--- src/bcsi_ram.sv ---
`timescale 1ns / 1ps

module bcsi_ram #(
  parameter int WIDTH = 32,
  parameter int DEPTH = 64
) (
  input  logic                     clk_i,
  input  logic                     we_i,
  input  logic [$clog2(DEPTH)-1:0] waddr_i,
  input  logic [WIDTH-1:0]         wdata_i,
  input  logic [$clog2(DEPTH)-1:0] raddr_i,
  output logic [WIDTH-1:0]         rdata_o
);

  logic [WIDTH-1:0] mem [DEPTH];

  always_ff @(posedge clk_i) begin
    if (we_i) begin
      mem[waddr_i] <= wdata_i;
    end
    rdata_o <= mem[raddr_i];
  end

endmodule

--- config.mk ---
export PLATFORM = sky130hd
export DESIGN_NAME = bcsi_ram
export DESIGN_NICKNAME = d
export VERILOG_FILES = /design/src/bcsi_ram.sv
export SDC_FILE = /design/constraint.sdc
export NUM_CORES = 2
export LEC_CHECK = 0
export ABC_AREA = 1
export BUFFER_PORTS_ARGS = -buffer_cell sky130_fd_sc_hd__buf_4
export CAP_MARGIN = 0
export CORE_ASPECT_RATIO = 1.1
export CORE_MARGIN = 4
export CORE_UTILIZATION = 30
export CTS_CLUSTER_DIAMETER = 40
export DETAILED_ROUTE_END_ITERATION = 6
export PLACE_DENSITY = 0.43
export SLEW_MARGIN = 40
export SYNTH_ARGS = -nofsm -noshare
export SYNTH_HDL_FRONTEND = slang
export SYNTH_SLANG_ARGS = --single-unit
--- constraint.sdc ---
create_clock -name clk_i -period 8.1 [get_ports clk_i]
set_input_delay 0.81 -clock clk_i [delete_from_list [all_inputs] [get_ports clk_i]]
set_output_delay 0.81 -clock clk_i [all_outputs]
set_load 0.03 [all_outputs]
==> metrics.txt <==
CTS clk-pin slew, worst paths 0.06 ns; max incr delay on CP 0.58 ns; MaxCap Viol Count 0; initial core utilization 30.2%; synthesized instance count 6769; core area 274000 sq um; Die Wd 509 um; Slew HR 35.6%; clock tree buffer depth 4; post-synth top area share 74.3%; Setup Viol. Count Final 0; Crit path depth 12; GR Util All Layers 19.9%; final antenna-violating net count 0; number of global-route vias before repair roughly 52000; Pint 0.0210 W; R2R cell count 8; cell area after layout 98800 sq um; top cells by area, synth edfxtp_1 (74%), nand3_1 (12%), nand2_1 (10%), buf_2 (1.7%), dfxtp_1 (0.77%); Fill cells 26700; crit path capture type flip-flop; DR vias 54300; top cell family by delay on the critical path buffers and inverters; Root Buffer clkbuf_16; P&R area growth vs syn 19.4%; H-Tree Depth 5; CTS sink cnt 2080; Iter 0 DRT Violations about 5100; critical path class input pin to flip-flop; final worst-path cycle share 43.9%; skew final 0.0402 ns; Worst Path Required approximately 9 ns; worst slew pin tran 0.966 ns; Die Span Y roughly 560 um; drt first pass iters 5; initial antenna violation count 15; VDD IR max between 0.00015 and 0.0002 V; Post-CTS Resized 0; CTS tree done; layout cells sized above 1 11.5%; Routed WL per cell approximately 27 um; # DRC 0; RSZ-0062 raised after global routing no; synth unique cells 16; startpoint types input pin; most frequent cells in the layout nand2_1 (2248), edfxtp_1 (2048), nand3_1 (1903); slowest library cell on the worst path buf_12; DP Area just under 90000 sq um; Clk pwr share about half; Crit Path Max Fanout roughly 160; GP Congestion roughly 0.78; Post-DP HPWL around 150000 um; Fmax achieved 281 MHz; crit path cell chain buf_8, buf_12, buf_12, buf_16, nand2_1, nand3_1, nand3_1, nand2_1, nand2_1, nand3_1, nand3_1, nand2_1; Seq. cell area approximately 62000 sq um; Routed WL 290000 um; max-slew violations 0; total die area 284000 sq um; syn_nets 6815; outcome completed; Period minus WS final approximately 3.6 ns; area of the multi-input gates 18800 sq um; Switching Power 0.00643 W; cell taking the most area after synthesis edfxtp_1; Combinational Power Share 5.5%; number of synthesized register bits ~2100; switching share of power 23.5%; Mean Syn Cell Area 12.2 sq um; setup tns final 0 ns; Tightest Hold Check Type input pin to flip-flop; Reg power frac 43.8%; commonest non-fill, non-tap cell in the layout nand2_1; global route total overflow 0; worst skew pair latency between 0.8 and 0.9 ns; worst path arrival time 4.32 ns; CTS Buf Count approximately 320; Top Ports 78; Post CTS Setup Buffer Count 0; proportion of synthesized chip area in sequential cells between 70% and 80%; overall power 0.0274 W; Ys Warns 0; hold path depth 1; mapped cell area just over 80000 sq um; first-pass GRT wire length between 400000 and 500000 um; Leak 34.4 nW; final-report hold violation count 0; pin count of the biggest net entering global routing 185; I/O Buffers 77; pwr dens 277 nW/um^2; WP buf/inv 4; # rows 201; cts-stage hold buffer count 0; Final Net Count 6917; vias per cell just over 5
-- power groups by stage --
stage,Clock (W),Sequential (W),Combinational [W]
floorplan,0,0.0122,0.000732
global placement,0,0.0122,0.00149
detailed placement,0,0.0122,0.00150
CTS,0.0141,0.0120,0.00150
global route,0.0147,0.0120,0.00162
finish,0.0139,0.0120,0.00149
-- state kept, by name, summed over array words and instances, names as in the netlist --
register and cells:
mem 2048, rdata_o 32
-- synthesized netlist by cell type, drive strengths merged --
library cell	number
nand2	2248
edfxtp	2048
nand3	1907
buf	372
clkbuf	77
nor2	56
dfxtp	32
inv	12
nand4	9
nor4	8
-- routing by layer --
layer / global-route usage, % / vias up / wire (um)
met4: 6.85 / 2 / 10100
met3: 2.52 / 405 / 15200
met2: 33.3 / 1683 / 140000
met1: 26.8 / 27700 / 125000
met5: 0 / - / 13
li1: - / 24500 / -
-- kinds of logic after synthesis --
| family | share of synthesized area [%] |
|---|---|
| flip-flops | 75.1 |
| buffers and inverters | 2.78 |
| AND/OR/NAND/NOR | 22.1 |
-- path summary, 6_finish.rpt --
kind	start	to	slack (ns)
setup / recovery	raddr_i[0]	rdata_o[17]	4.55
hold / removal	wdata_i[14]	mem[47][14]	0.34
setup reg to reg	mem[49][11]	rdata_o[11]	6.18
hold reg to reg	mem[4][9]	rdata_o[9]	0.79
-- worst register-to-register path, cell delays in order, from the launching register on --
cell and delay, ns:
edfxtp_1 0.36, nand2_1 0.07, nand3_1 0.08, nand3_1 0.14, nand3_1 0.14, nand3_1 0.38, nand2_1 0.13, nand2_1 0.36
nand2_1 0.11
-- cell type report --
cell class / count / share of cell area (%)
repair buffers: 226 / 2.35
diodes: 6 / 0.0152
flip-flops and latches: 2080 / 62.9
well taps: 3654 / 4.63
clock buffers: 380 / 8.69
clock inverters: 202 / 2.28
multi-input cells: 4228 / 19.0
inverters: 12 / 0.0937
-- stage by stage --
step / util [%] / cells / setup WS, ns / hold slack (ns)
2_1_floorplan: - / 6769 / 3.16 / 0.721
4_1_cts: 36.0 / 10800 / 4.73 / 0.329
3_5_place_dp: 32.0 / 10200 / 3.82 / 0.792
5_1_grt: 36.1 / 10800 / 4.37 / 0.341
3_3_place_gp: 31.9 / 10200 / 3.81 / 0.763
6_report: 36.1 / 10800 / 4.55 / 0.340
No activity file was read; power rests on OpenSTA's default activity.
