==> src/bcsi_pkg.sv <==
`timescale 1ns / 1ps

package bcsi_pkg;

  localparam int MAX_BAND  = 8;
  localparam int WORD_W    = 32;
  localparam int QUO_W     = 48;
  localparam int ROOT_W    = 24;
  localparam int IDX_W     = 16;
  localparam int ROW_W     = MAX_BAND * WORD_W;
  localparam int L_DEPTH   = MAX_BAND * MAX_BAND;

  // configuration register indexes
  localparam logic [0:0] REG_BAND_WIDTH   = 1'b0;
  localparam logic [0:0] REG_COLUMN_COUNT = 1'b1;

  typedef struct packed {
    logic              ovf;
    logic [WORD_W-1:0] val;
  } sat_t;

  typedef struct packed {
    logic              done;
    logic              ovf;
    logic [WORD_W-1:0] quo;
  } div_rsp_t;

  typedef struct packed {
    logic              done;
    logic [ROOT_W-1:0] root;
  } sqrt_rsp_t;

  function automatic sat_t sat32(input logic signed [63:0] v);
    sat_t r;
    r.ovf = 1'b0;
    r.val = v[WORD_W-1:0];
    if (v > 64'sh0000_0000_7fff_ffff) begin
      r.ovf = 1'b1;
      r.val = 32'h7fff_ffff;
    end else if (v < -64'sh0000_0000_8000_0000) begin
      r.ovf = 1'b1;
      r.val = 32'h8000_0000;
    end
    return r;
  endfunction

endpackage

==> src/bcsi_sqrt.sv <==
`timescale 1ns / 1ps

// floor(sqrt(x * 2^16)), two radicand bits per cycle
module bcsi_sqrt (
  input  logic                clk_i,
  input  logic                rst_ni,
  input  logic                start_i,
  input  logic [31:0]         x_i,
  output bcsi_pkg::sqrt_rsp_t rsp_o
);
  import bcsi_pkg::*;

  localparam int CNT_W = $clog2(ROOT_W);
  localparam int RAD_W = 2 * ROOT_W;
  localparam int REM_W = ROOT_W + 2;

  logic              busy_q, busy_d;
  logic              done_q, done_d;
  logic [CNT_W-1:0]  cnt_q, cnt_d;
  logic [RAD_W-1:0]  rad_q, rad_d;
  logic [REM_W-1:0]  rem_q, rem_d;
  logic [ROOT_W-1:0] root_q, root_d;
  logic [REM_W+1:0]  rem_sh;
  logic [REM_W+1:0]  trial;

  assign rem_sh = {rem_q, rad_q[RAD_W-1 -: 2]};
  assign trial  = {2'b00, root_q, 2'b01};

  always_comb begin
    busy_d = busy_q;
    done_d = 1'b0;
    cnt_d  = cnt_q;
    rad_d  = rad_q;
    rem_d  = rem_q;
    root_d = root_q;
    if (start_i) begin
      busy_d = 1'b1;
      cnt_d  = CNT_W'(ROOT_W - 1);
      rad_d  = {1'b0, x_i[30:0], 16'd0};
      rem_d  = '0;
      root_d = '0;
    end else if (busy_q) begin
      rad_d = {rad_q[RAD_W-3:0], 2'b00};
      if (rem_sh >= trial) begin
        rem_d  = REM_W'(rem_sh - trial);
        root_d = {root_q[ROOT_W-2:0], 1'b1};
      end else begin
        rem_d  = REM_W'(rem_sh);
        root_d = {root_q[ROOT_W-2:0], 1'b0};
      end
      if (cnt_q == '0) begin
        busy_d = 1'b0;
        done_d = 1'b1;
      end else begin
        cnt_d = cnt_q - CNT_W'(1);
      end
    end
  end

  always_ff @(posedge clk_i or negedge rst_ni) begin
    if (!rst_ni) begin
      busy_q <= 1'b0;
      done_q <= 1'b0;
      cnt_q  <= '0;
    end else begin
      busy_q <= busy_d;
      done_q <= done_d;
      cnt_q  <= cnt_d;
    end
  end

  always_ff @(posedge clk_i) begin
    rad_q  <= rad_d;
    rem_q  <= rem_d;
    root_q <= root_d;
  end

  assign rsp_o.done = done_q;
  assign rsp_o.root = root_q;

endmodule

==> config.mk <==
export PLATFORM = sky130hd
export DESIGN_NAME = bcsi_sqrt
export DESIGN_NICKNAME = d
export VERILOG_FILES = /design/src/bcsi_pkg.sv /design/src/bcsi_sqrt.sv
export SDC_FILE = /design/constraint.sdc
export NUM_CORES = 1
export LEC_CHECK = 0
export BUFFER_PORTS_ARGS = -buffer_cell sky130_fd_sc_hd__clkbuf_2
export CAP_MARGIN = 20
export CORE_UTILIZATION = 30
export DETAILED_ROUTE_END_ITERATION = 16
export PLACE_DENSITY = 0.57
export SYNTH_ARGS = -nofsm -noshare
export SYNTH_HDL_FRONTEND = slang
export SYNTH_SLANG_ARGS = --single-unit
==> constraint.sdc <==
create_clock -name clk_i -period 2.8 [get_ports clk_i]
set_input_delay 0.14 -clock clk_i [delete_from_list [all_inputs] [get_ports clk_i]]
set_output_delay 0.14 -clock clk_i [all_outputs]
set_load 0.02 [all_outputs]
==> impl_metrics.ini <==
[place]
gp_congestion = 0.876
place_worst_setup_slack_ps = -127
io_buffers = 58
dp_hpwl_um = 9510

[drt]
wl_per_cell_um = 15.3
drt_iter0_markers = 319
drcViolationCount = 0
dr.pass1.iters = 5
num_vias = 4640
postRouteAntennaNets = 0
vias_per_cell = 5.16
routed_wl_um = 13700

[synth]
synth_edf_count = 31
synthesis.area_um2 = 5310
ys_warn_count = 0
synthFlopType = dfxtp_1
ys_ff_latch = 89
yosys.cell_types.count = 69
synth_nets = 623
yosysSeqAreaShare_pct = 40.1
avgSynthCellArea_um2 = 9.48
async_flop_share_pct = 7.87
syn_inst = 560

[sta]
layout_min_cycle_time_ps = 2730
rsz0062_at_grt = true
finalClockSkew_ps = 8.69
setup-tns-final_ps = 0
worst_hold_slack_ps = 37.3
min_period_over_period_pct = 97.5
drv_slew = 0
setup_violations = 0
final_hold_viol_count = 0
tightestPinTransition_ps = 641
max_freq_mhz = 366
setup_ws_ps = 68.7
slew_headroom_pct = 57.0

[hold_path]
whs_path_depth = 2
hold_end = cnt_q[3]
hold_class = input port to flop
hold_start = start_i

[layout]
fillerInstances = 1752
drive_gt1_share_pct = 34.1
sequential_cell_area_um2 = 2150
area_growth_pct = 28.3
multi_input_area_um2 = 3050
layout_common_cells = buf_4 (69), nor2_1 (65), clkbuf_2 (57), dfxtp_1 (39), inv_1 (32)
num_antenna_cells = 0
layout_commonest_cell = buf_4
nets = 733
fin_util_pct = 39.4

[clocking]
clock-root-buffer = clkbuf_16
clock-sinks = 89
numCtsBuffers = 9
clk_pin_slew_ps = 70
cts_tree = done
insertion_delay_ps = 360
ctsHtreeMaxLevel = 3
cts.path.max_buffers = 2

[grt]
grt_usage_pct = 15.5
grt_pass1_wl_um = 22300
grt_max_degree = 50
antenna_found_initial = 0
overflow = 0
grt_pass1_vias = 4569

[worst_setup_path]
path_delay_family = compound AO/OA/AOI/OAI gates
cp_slowest_cell = a2111o_1
end_kind = flop
path_buf_inv = 2
arrival_ps = 2960
r2r-start = root_q[0]
crit_fanout = 14
critPathRequiredTime_ps = 3030
r2r-end = rem_q[11]
r2r_setup_slack_ps = 70
critPathKind = flop to flop
r2r_cells = 11
startpoint_type = flop
cpPeakStageDelay_ps = 450
path_cells = inv_2 -> ha_4 -> nor2b_4 -> o31ai_4 -> a31oi_2 -> a211o_2 -> a21bo_4 -> a2111o_1 -> buf_4 -> a211oi_1 -> nor4_1

[die]
fp.dieW_um = 135
floorplan.initialDensity_pct = 30.7
num_io_pins = 60
fp.dieH_um = 135
dieArea_um2 = 18200
rows = 48
coreArea_um2 = 17300

[outcome]
status = finished, final reports clean

[job]
drv_cap = 0

[power]
leakage_nw = 2.94
p_per_area_nw_per_um2 = 1080
ir_drop_uv = 474
-- per-stage QoR --
stage / instance area [um^2] / power [W] / instances
floorplan: 5350 / 0.00446 / 560
global placement: 6250 / 0.00549 / 878
detailed placement: 6250 / 0.00556 / 878
CTS: 6600 / 0.00696 / 898
global route: 6810 / 0.00789 / 900
finish: 6810 / 0.00738 / 900
-- cell families after synthesis --
group,count (synthesis),synth area share (%)
and+or+nand+nor,167,14.8
buffers and inverters,70,6.17
DFF,89,40.1
adders and majority gates,28,6.60
AOI/OAI and AO/OA,130,17.8
xor gates and xnor gates,20,3.30
muxes,56,11.3
-- cell usage after synthesis, types with 3 or more instances --
cell type / count / area [um^2]
edfxtp_1: 31 / 931
o2111ai_1: 3 / 26.3
buf_1: 3 / 11.3
or2_2: 3 / 18.8
mux2i_1: 26 / 260
and3_1: 5 / 31.3
xnor2_1: 15 / 131
nor3_1: 10 / 50.1
a21oi_1: 24 / 120
inv_1: 34 / 128
nand3_1: 27 / 135
o21ai_0: 24 / 120
a21boi_0: 3 / 22.5
buf_6: 4 / 45.0
clkbuf_1: 15 / 56.3
mux2_2: 30 / 338
a311oi_1: 15 / 131
and2_1: 4 / 25.0
a211oi_1: 9 / 67.6
xor2_1: 5 / 43.8
o211ai_1: 4 / 30.0
dfrtp_1: 7 / 175
nand4_1: 5 / 31.3
buf_2: 6 / 30.0
o21a_1: 5 / 37.5
a31oi_1: 7 / 43.8
nand2_1: 26 / 97.6
buf_4: 3 / 22.5
a221o_1: 3 / 30.0
nor2_1: 66 / 248
ha_1: 28 / 350
a21o_1: 6 / 45.0
dfxtp_1: 51 / 1020
nand2b_1: 3 / 18.8
nor4_1: 6 / 37.5
nor2b_1: 3 / 18.8
-- where the power goes --
group	leakage (nW)	switching, W	total [W]	internal, W
registers	0.831	0.000147	0.00171	0.00157
logic	1.96	0.00224	0.00443	0.00219
clock network	0.149	0.000598	0.00123	0.000637
total	2.94	0.00298	0.00738	0.00440
-- what timing repair did --
action | CTS | global route
hold buffers | 1 | 0
resized for setup | 7 | 42
pin swaps | 1 | 6
endpoints found under the hold margin | 7 | 0
setup buffers | 1 | 1
endpoints found under the setup margin | 22 | 26
cloned | 2 | 1
-- cell type report --
| type | count | share of cell area, % |
|---|---|---|
| multi-input cells | 401 | 44.7 |
| flip-flops and latches | 89 | 31.5 |
| repair buffers | 133 | 13.2 |
| well taps | 225 | 4.13 |
| clock buffers | 9 | 3.31 |
| inverters | 36 | 1.98 |
| clock inverters | 7 | 1.12 |
-- flip-flops by register name, summed over array words and instances (netlist names) --
name / count
root_q: 24
busy_q: 1
rem_q: 26
cnt_q: 5
done_q: 1
rad_q: 32
-- metal layers --
metal	vias to the layer above	global-route usage (%)	wire length [um]
met3	26	4.43	793
met4	0	6.62	323
met5	-	0	0
met2	117	25.3	6540
met1	2230	19.0	6080
li1	2267	-	-
-- worst register-to-register path, stage by stage (launching register included) --
cell	delay (ps)
dfxtp_2	340
inv_2	40
ha_4	230
nor2b_4	130
o31ai_4	190
a31oi_2	130
a211o_2	330
a21bo_4	230
a2111o_1	450
buf_4	220
a211oi_1	230
nor4_1	80
-- how the worst max path moves through the flow --
stage | startpoint | end | slack [ps] | cells past startpoint
global placement | root_q[15] | rem_q[1] | -80 | 10
global route | root_q[6] | rem_q[15] | -80 | 11
detailed placement | root_q[15] | rem_q[5] | -130 | 10
CTS | root_q[15] | rem_q[11] | 8 | 10
floorplan | root_q[0] | rem_q[21] | 10 | 12
finish | root_q[0] | rem_q[11] | 70 | 11
(Power assumes the default switching activity.)
