`src/bcsi_pkg.sv`:
```
`timescale 1ns / 1ps

package bcsi_pkg;

  localparam int MAX_BAND  = 8;
  localparam int WORD_W    = 32;
  localparam int QUO_W     = 48;
  localparam int ROOT_W    = 24;
  localparam int IDX_W     = 16;
  localparam int ROW_W     = MAX_BAND * WORD_W;
  localparam int L_DEPTH   = MAX_BAND * MAX_BAND;

  // configuration register indexes
  localparam logic [0:0] REG_BAND_WIDTH   = 1'b0;
  localparam logic [0:0] REG_COLUMN_COUNT = 1'b1;

  typedef struct packed {
    logic              ovf;
    logic [WORD_W-1:0] val;
  } sat_t;

  typedef struct packed {
    logic              done;
    logic              ovf;
    logic [WORD_W-1:0] quo;
  } div_rsp_t;

  typedef struct packed {
    logic              done;
    logic [ROOT_W-1:0] root;
  } sqrt_rsp_t;

  function automatic sat_t sat32(input logic signed [63:0] v);
    sat_t r;
    r.ovf = 1'b0;
    r.val = v[WORD_W-1:0];
    if (v > 64'sh0000_0000_7fff_ffff) begin
      r.ovf = 1'b1;
      r.val = 32'h7fff_ffff;
    end else if (v < -64'sh0000_0000_8000_0000) begin
      r.ovf = 1'b1;
      r.val = 32'h8000_0000;
    end
    return r;
  endfunction

endpackage

```
`src/bcsi_div.sv`:
```
`timescale 1ns / 1ps

// rounded fixed-point quotient (n * 2^16 + d/2) / d, one quotient bit per cycle
module bcsi_div (
  input  logic                      clk_i,
  input  logic                      rst_ni,
  input  logic                      start_i,
  input  logic signed [31:0]        num_i,
  input  logic [31:0]               den_i,
  output bcsi_pkg::div_rsp_t        rsp_o
);
  import bcsi_pkg::*;

  localparam int STEPS = QUO_W;
  localparam int CNT_W = $clog2(STEPS);

  logic             busy_q, busy_d;
  logic             done_q, done_d;
  logic [CNT_W-1:0] cnt_q, cnt_d;
  logic             neg_q, neg_d;
  logic [QUO_W-1:0] dvd_q, dvd_d;
  logic [32:0]      rem_q, rem_d;
  logic [31:0]      den_q, den_d;
  logic [32:0]      rem_sh;
  logic [31:0]      mag;
  logic signed [QUO_W:0] quo_s;
  sat_t             res;

  assign rem_sh = {rem_q[31:0], dvd_q[QUO_W-1]};
  assign mag    = num_i[31] ? (~num_i + 32'd1) : num_i;

  always_comb begin
    busy_d = busy_q;
    done_d = 1'b0;
    cnt_d  = cnt_q;
    neg_d  = neg_q;
    dvd_d  = dvd_q;
    rem_d  = rem_q;
    den_d  = den_q;
    if (start_i) begin
      busy_d = 1'b1;
      cnt_d  = CNT_W'(STEPS - 1);
      neg_d  = num_i[31];
      dvd_d  = {mag, 16'd0} + {17'd0, den_i[31:1]};
      rem_d  = '0;
      den_d  = den_i;
    end else if (busy_q) begin
      if (rem_sh >= {1'b0, den_q}) begin
        rem_d = rem_sh - {1'b0, den_q};
        dvd_d = {dvd_q[QUO_W-2:0], 1'b1};
      end else begin
        rem_d = rem_sh;
        dvd_d = {dvd_q[QUO_W-2:0], 1'b0};
      end
      if (cnt_q == '0) begin
        busy_d = 1'b0;
        done_d = 1'b1;
      end else begin
        cnt_d = cnt_q - CNT_W'(1);
      end
    end
  end

  always_ff @(posedge clk_i or negedge rst_ni) begin
    if (!rst_ni) begin
      busy_q <= 1'b0;
      done_q <= 1'b0;
      cnt_q  <= '0;
    end else begin
      busy_q <= busy_d;
      done_q <= done_d;
      cnt_q  <= cnt_d;
    end
  end

  always_ff @(posedge clk_i) begin
    neg_q <= neg_d;
    dvd_q <= dvd_d;
    rem_q <= rem_d;
    den_q <= den_d;
  end

  assign quo_s = neg_q ? -$signed({1'b0, dvd_q}) : $signed({1'b0, dvd_q});
  assign res   = sat32({{(64-QUO_W-1){quo_s[QUO_W]}}, quo_s});

  assign rsp_o.done = done_q;
  assign rsp_o.ovf  = res.ovf;
  assign rsp_o.quo  = res.val;

endmodule

```
`config.mk`:
```
export PLATFORM = sky130hd
export DESIGN_NAME = bcsi_div
export DESIGN_NICKNAME = d
export VERILOG_FILES = /design/src/bcsi_pkg.sv /design/src/bcsi_div.sv
export SDC_FILE = /design/constraint.sdc
export NUM_CORES = 1
export LEC_CHECK = 0
export BUFFER_PORTS_ARGS = -buffer_cell sky130_fd_sc_hd__buf_4
export CAP_MARGIN = 5
export CORE_MARGIN = 2
export CORE_UTILIZATION = 45
export DETAILED_ROUTE_END_ITERATION = 6
export GPL_TIMING_DRIVEN = 0
export PLACE_DENSITY_LB_ADDON = 0.12
export SYNTH_ARGS = -nofsm -noshare
export SYNTH_HDL_FRONTEND = slang
export SYNTH_SLANG_ARGS = --single-unit
export TNS_END_PERCENT = 50
```
`constraint.sdc`:
```
create_clock -name clk_i -period 10.2 [get_ports clk_i]
set_clock_uncertainty 0.05 [all_clocks]
set_input_delay 2.04 -clock clk_i [delete_from_list [all_inputs] [get_ports clk_i]]
set_output_delay 2.04 -clock clk_i [all_outputs]
set_load 0.03 [all_outputs]
```
==> impl_metrics.json <==
{
  "outcome": "finished clean",
  "die_y_um": 153,
  "holdWs_ns": 0.459,
  "placed_area_um2": 11100,
  "synthXorXnorAreaFrac_pct": 11.1,
  "postRouteAntennaNets": 0,
  "clk_latency_ns": 0.42,
  "final_cell_mix": "100 x buf_4, 83 x nand2_1, 81 x edfxtp_1",
  "final_util_pct": 53.7,
  "power.density_nw_per_um2": 142,
  "start_kind": "register",
  "fin_crit_sh_pct": 73.1,
  "dp.cells": 1517,
  "grt_max_degree": 38,
  "core_area_um2": 21800,
  "async_flop_share_pct": 6.61,
  "hold_viol": 0,
  "maxCapViolCount": 0,
  "cp.arrival_ns": 5.37,
  "synth_top_family_by_area": "compound AO/OA/AOI/OAI gates",
  "cts-resized-gates": 0,
  "drt-pass1-iter-count": 5,
  "totalPowerFinal_mw": 1.66,
  "tightest_slew_ns": 0.940,
  "rr_endpoint": "rem_q[20]",
  "design_area_um2": 11700,
  "wirelength_mm": 29.1,
  "syn_inst": 1137,
  "hold_depth": 2,
  "place_ws_ns": 3.17,
  "postCtsSetupBuffers": 0,
  "path_max_fanout": 10,
  "synth_area_um2": 10000,
  "grt-ovfl-total": 0,
  "wl_per_cell_um": 18.8,
  "synthAdderAreaFrac_pct": 6.76,
  "setup_viol": 0,
  "rows": 54,
  "rsz0062_at_grt": "no",
  "track_usage_pct": 24.5,
  "yosysWarningCount": 0,
  "numPortBuffers": 99,
  "grt_pass1_wl_mm": 45.8,
  "startpoint": "dvd_q[14]",
  "routabilityCongestion": 0.913,
  "viasPerCell": 5.85,
  "first_iter_violations": 576,
  "reg2reg_slack_ns": 6.00,
  "die_x_um": 153,
  "fin_cells": 1549,
  "dieArea_um2": 23500,
  "max-vdd-ir-drop_uv": 76.2,
  "synth-compound-area-share_pct": 21.4,
  "synth_seq_cells": 121,
  "syn_avg_cell_area_um2": 8.82,
  "cts_buffers": 17,
  "max_freq_mhz": 134,
  "muxShareOfSynthArea_pct": 6.51,
  "clk_path_buf_depth": 2,
  "hp-start": "rem_q[23]",
  "antenna_cells": 0,
  "holdBufCountCts": 0,
  "whs_endpoint": "rem_q[24]",
  "rr_startpoint": "den_q[16]",
  "crit_type": "reg2out",
  "syn_nets": 1257,
  "relSlewSlack_pct": 36.8,
  "critical_path_required_ns": 8.11,
  "endpoint_kind": "primary output",
  "drcViolationCount": 0,
  "nets": 1376,
  "period_minus_slack_ns": 7.46,
  "rr_worst_depth": 13,
  "path_clk_slew_ns": 0.06,
  "start_util_pct": 46.0,
  "via_count": 9062,
  "area_growth_pct": 16.9,
  "boundaryPins": 101,
  "synth_edf_count": 81,
  "root_buffer": "clkbuf_16",
  "grt_pass1_vias": 8561,
  "final_common_cell": "buf_4",
  "cts_tree": "yes",
  "slew_viol_final": 0,
  "ys.flop_type": "edfxtp_1",
  "p_leak_nw": 4.69,
  "antenna_found_initial": 0,
  "final.setup.tns_ns": 0,
  "min_path_type": "reg2reg",
  "setup_ws_ns": 2.74,
  "cts_sinks": 121,
  "drive_above_1_share_pct": 15.0,
  "ys_seq_area_share_pct": 32.6,
  "yosys.area_share.simple_pct": 17.1,
  "yosys.cell_types.count": 70,
  "htree_num_levels": 4,
  "hpwl_mm": 22.5
}
-- per-layer routing --
| metal | vias to the layer above | track usage [%] | share of wire [%] |
|---|---|---|---|
| met5 | - | 0 | 0 |
| met4 | 0 | 7.72 | 2.4 |
| met3 | 43 | 4.08 | 5.3 |
| met2 | 269 | 38.8 | 45 |
| met1 | 4251 | 34.3 | 47 |
| li1 | 4499 | - | - |
-- logic make-up (layout without fill, tap and decap cells) --
kind of cell / count (synthesis) / in the layout
AND/OR/NAND/NOR: 339 / 339
AO/OA/AOI/OAI: 318 / 318
XOR/XNOR: 127 / 127
flip-flops: 121 / 121
buffers and inverters: 119 / 251
multiplexers: 60 / 60
adder cells (fa/ha/maj): 53 / 53
-- worst max-delay path, stage by stage, from the launching register on --
cell	delay [ns]
edfxtp_1	0.46
nor4_1	0.79
nand4_1	0.54
or3_1	0.58
or3_1	0.42
mux2_2	0.24
a32oi_1	0.10
nor4_1	0.84
clkbuf_1	0.43
a21o_1	0.17
o21ai_0	0.15
buf_4	0.23
-- synth_stat cells, drive strengths merged, types with 16 or more instances --
library cell  number  share of area (%)
edfxtp            81                 24
clkbuf            54                2.0
dfxtp             32                6.4
nand2b            20                1.2
xnor2             55                4.8
or4               17                1.3
inv               58                2.2
nand4             17                1.1
ha                51                6.4
mux2              42                4.7
o31ai             29                2.2
xor2              72                6.3
a21oi             53                2.6
nand3             29                1.4
nand2             83                3.1
nor3              34                1.7
nor2              76                2.8
mux2i             18                1.8
o41ai             19                1.7
o21ai             65                3.2
a211oi            16                1.2
a21o              45                3.4
-- registers in the layout (all words and copies together), names as in the netlist --
| signal | flops |
|---|---|
| busy_q | 1 |
| cnt_q | 6 |
| den_q | 32 |
| done_q | 1 |
| dvd_q | 48 |
| neg_q | 1 |
| rem_q | 32 |
-- worst max path at each step --
stage | end | slack, ns
floorplan | rsp_o[12] | 3.84
global placement | dvd_q[44] | 3.17
detailed placement | dvd_q[44] | 3.17
CTS | rsp_o[18] | 2.90
global route | rsp_o[15] | 2.32
finish | rsp_o[18] | 2.74
-- power by group --
part / internal (mW) / leakage, nW / switching (mW)
logic: 0.178 / 3.23 / 0.236
registers: 0.586 / 1.18 / 0.0604
clock network: 0.359 / 0.283 / 0.243
total: 1.12 / 4.69 / 0.539
-- area by class of cell --
| type | count | area, um2 |
|---|---|---|
| well taps | 280 | 350 |
| plain buffers | 59 | 228 |
| clock buffers | 20 | 468 |
| repair buffers | 100 | 763 |
| multi-input cells | 897 | 6310 |
| clock inverters | 12 | 113 |
| fillers | 2093 | 10100 |
| flip-flops and latches | 121 | 3270 |
| inverters | 60 | 225 |
Note: power is estimated with default switching activity, not from simulation.
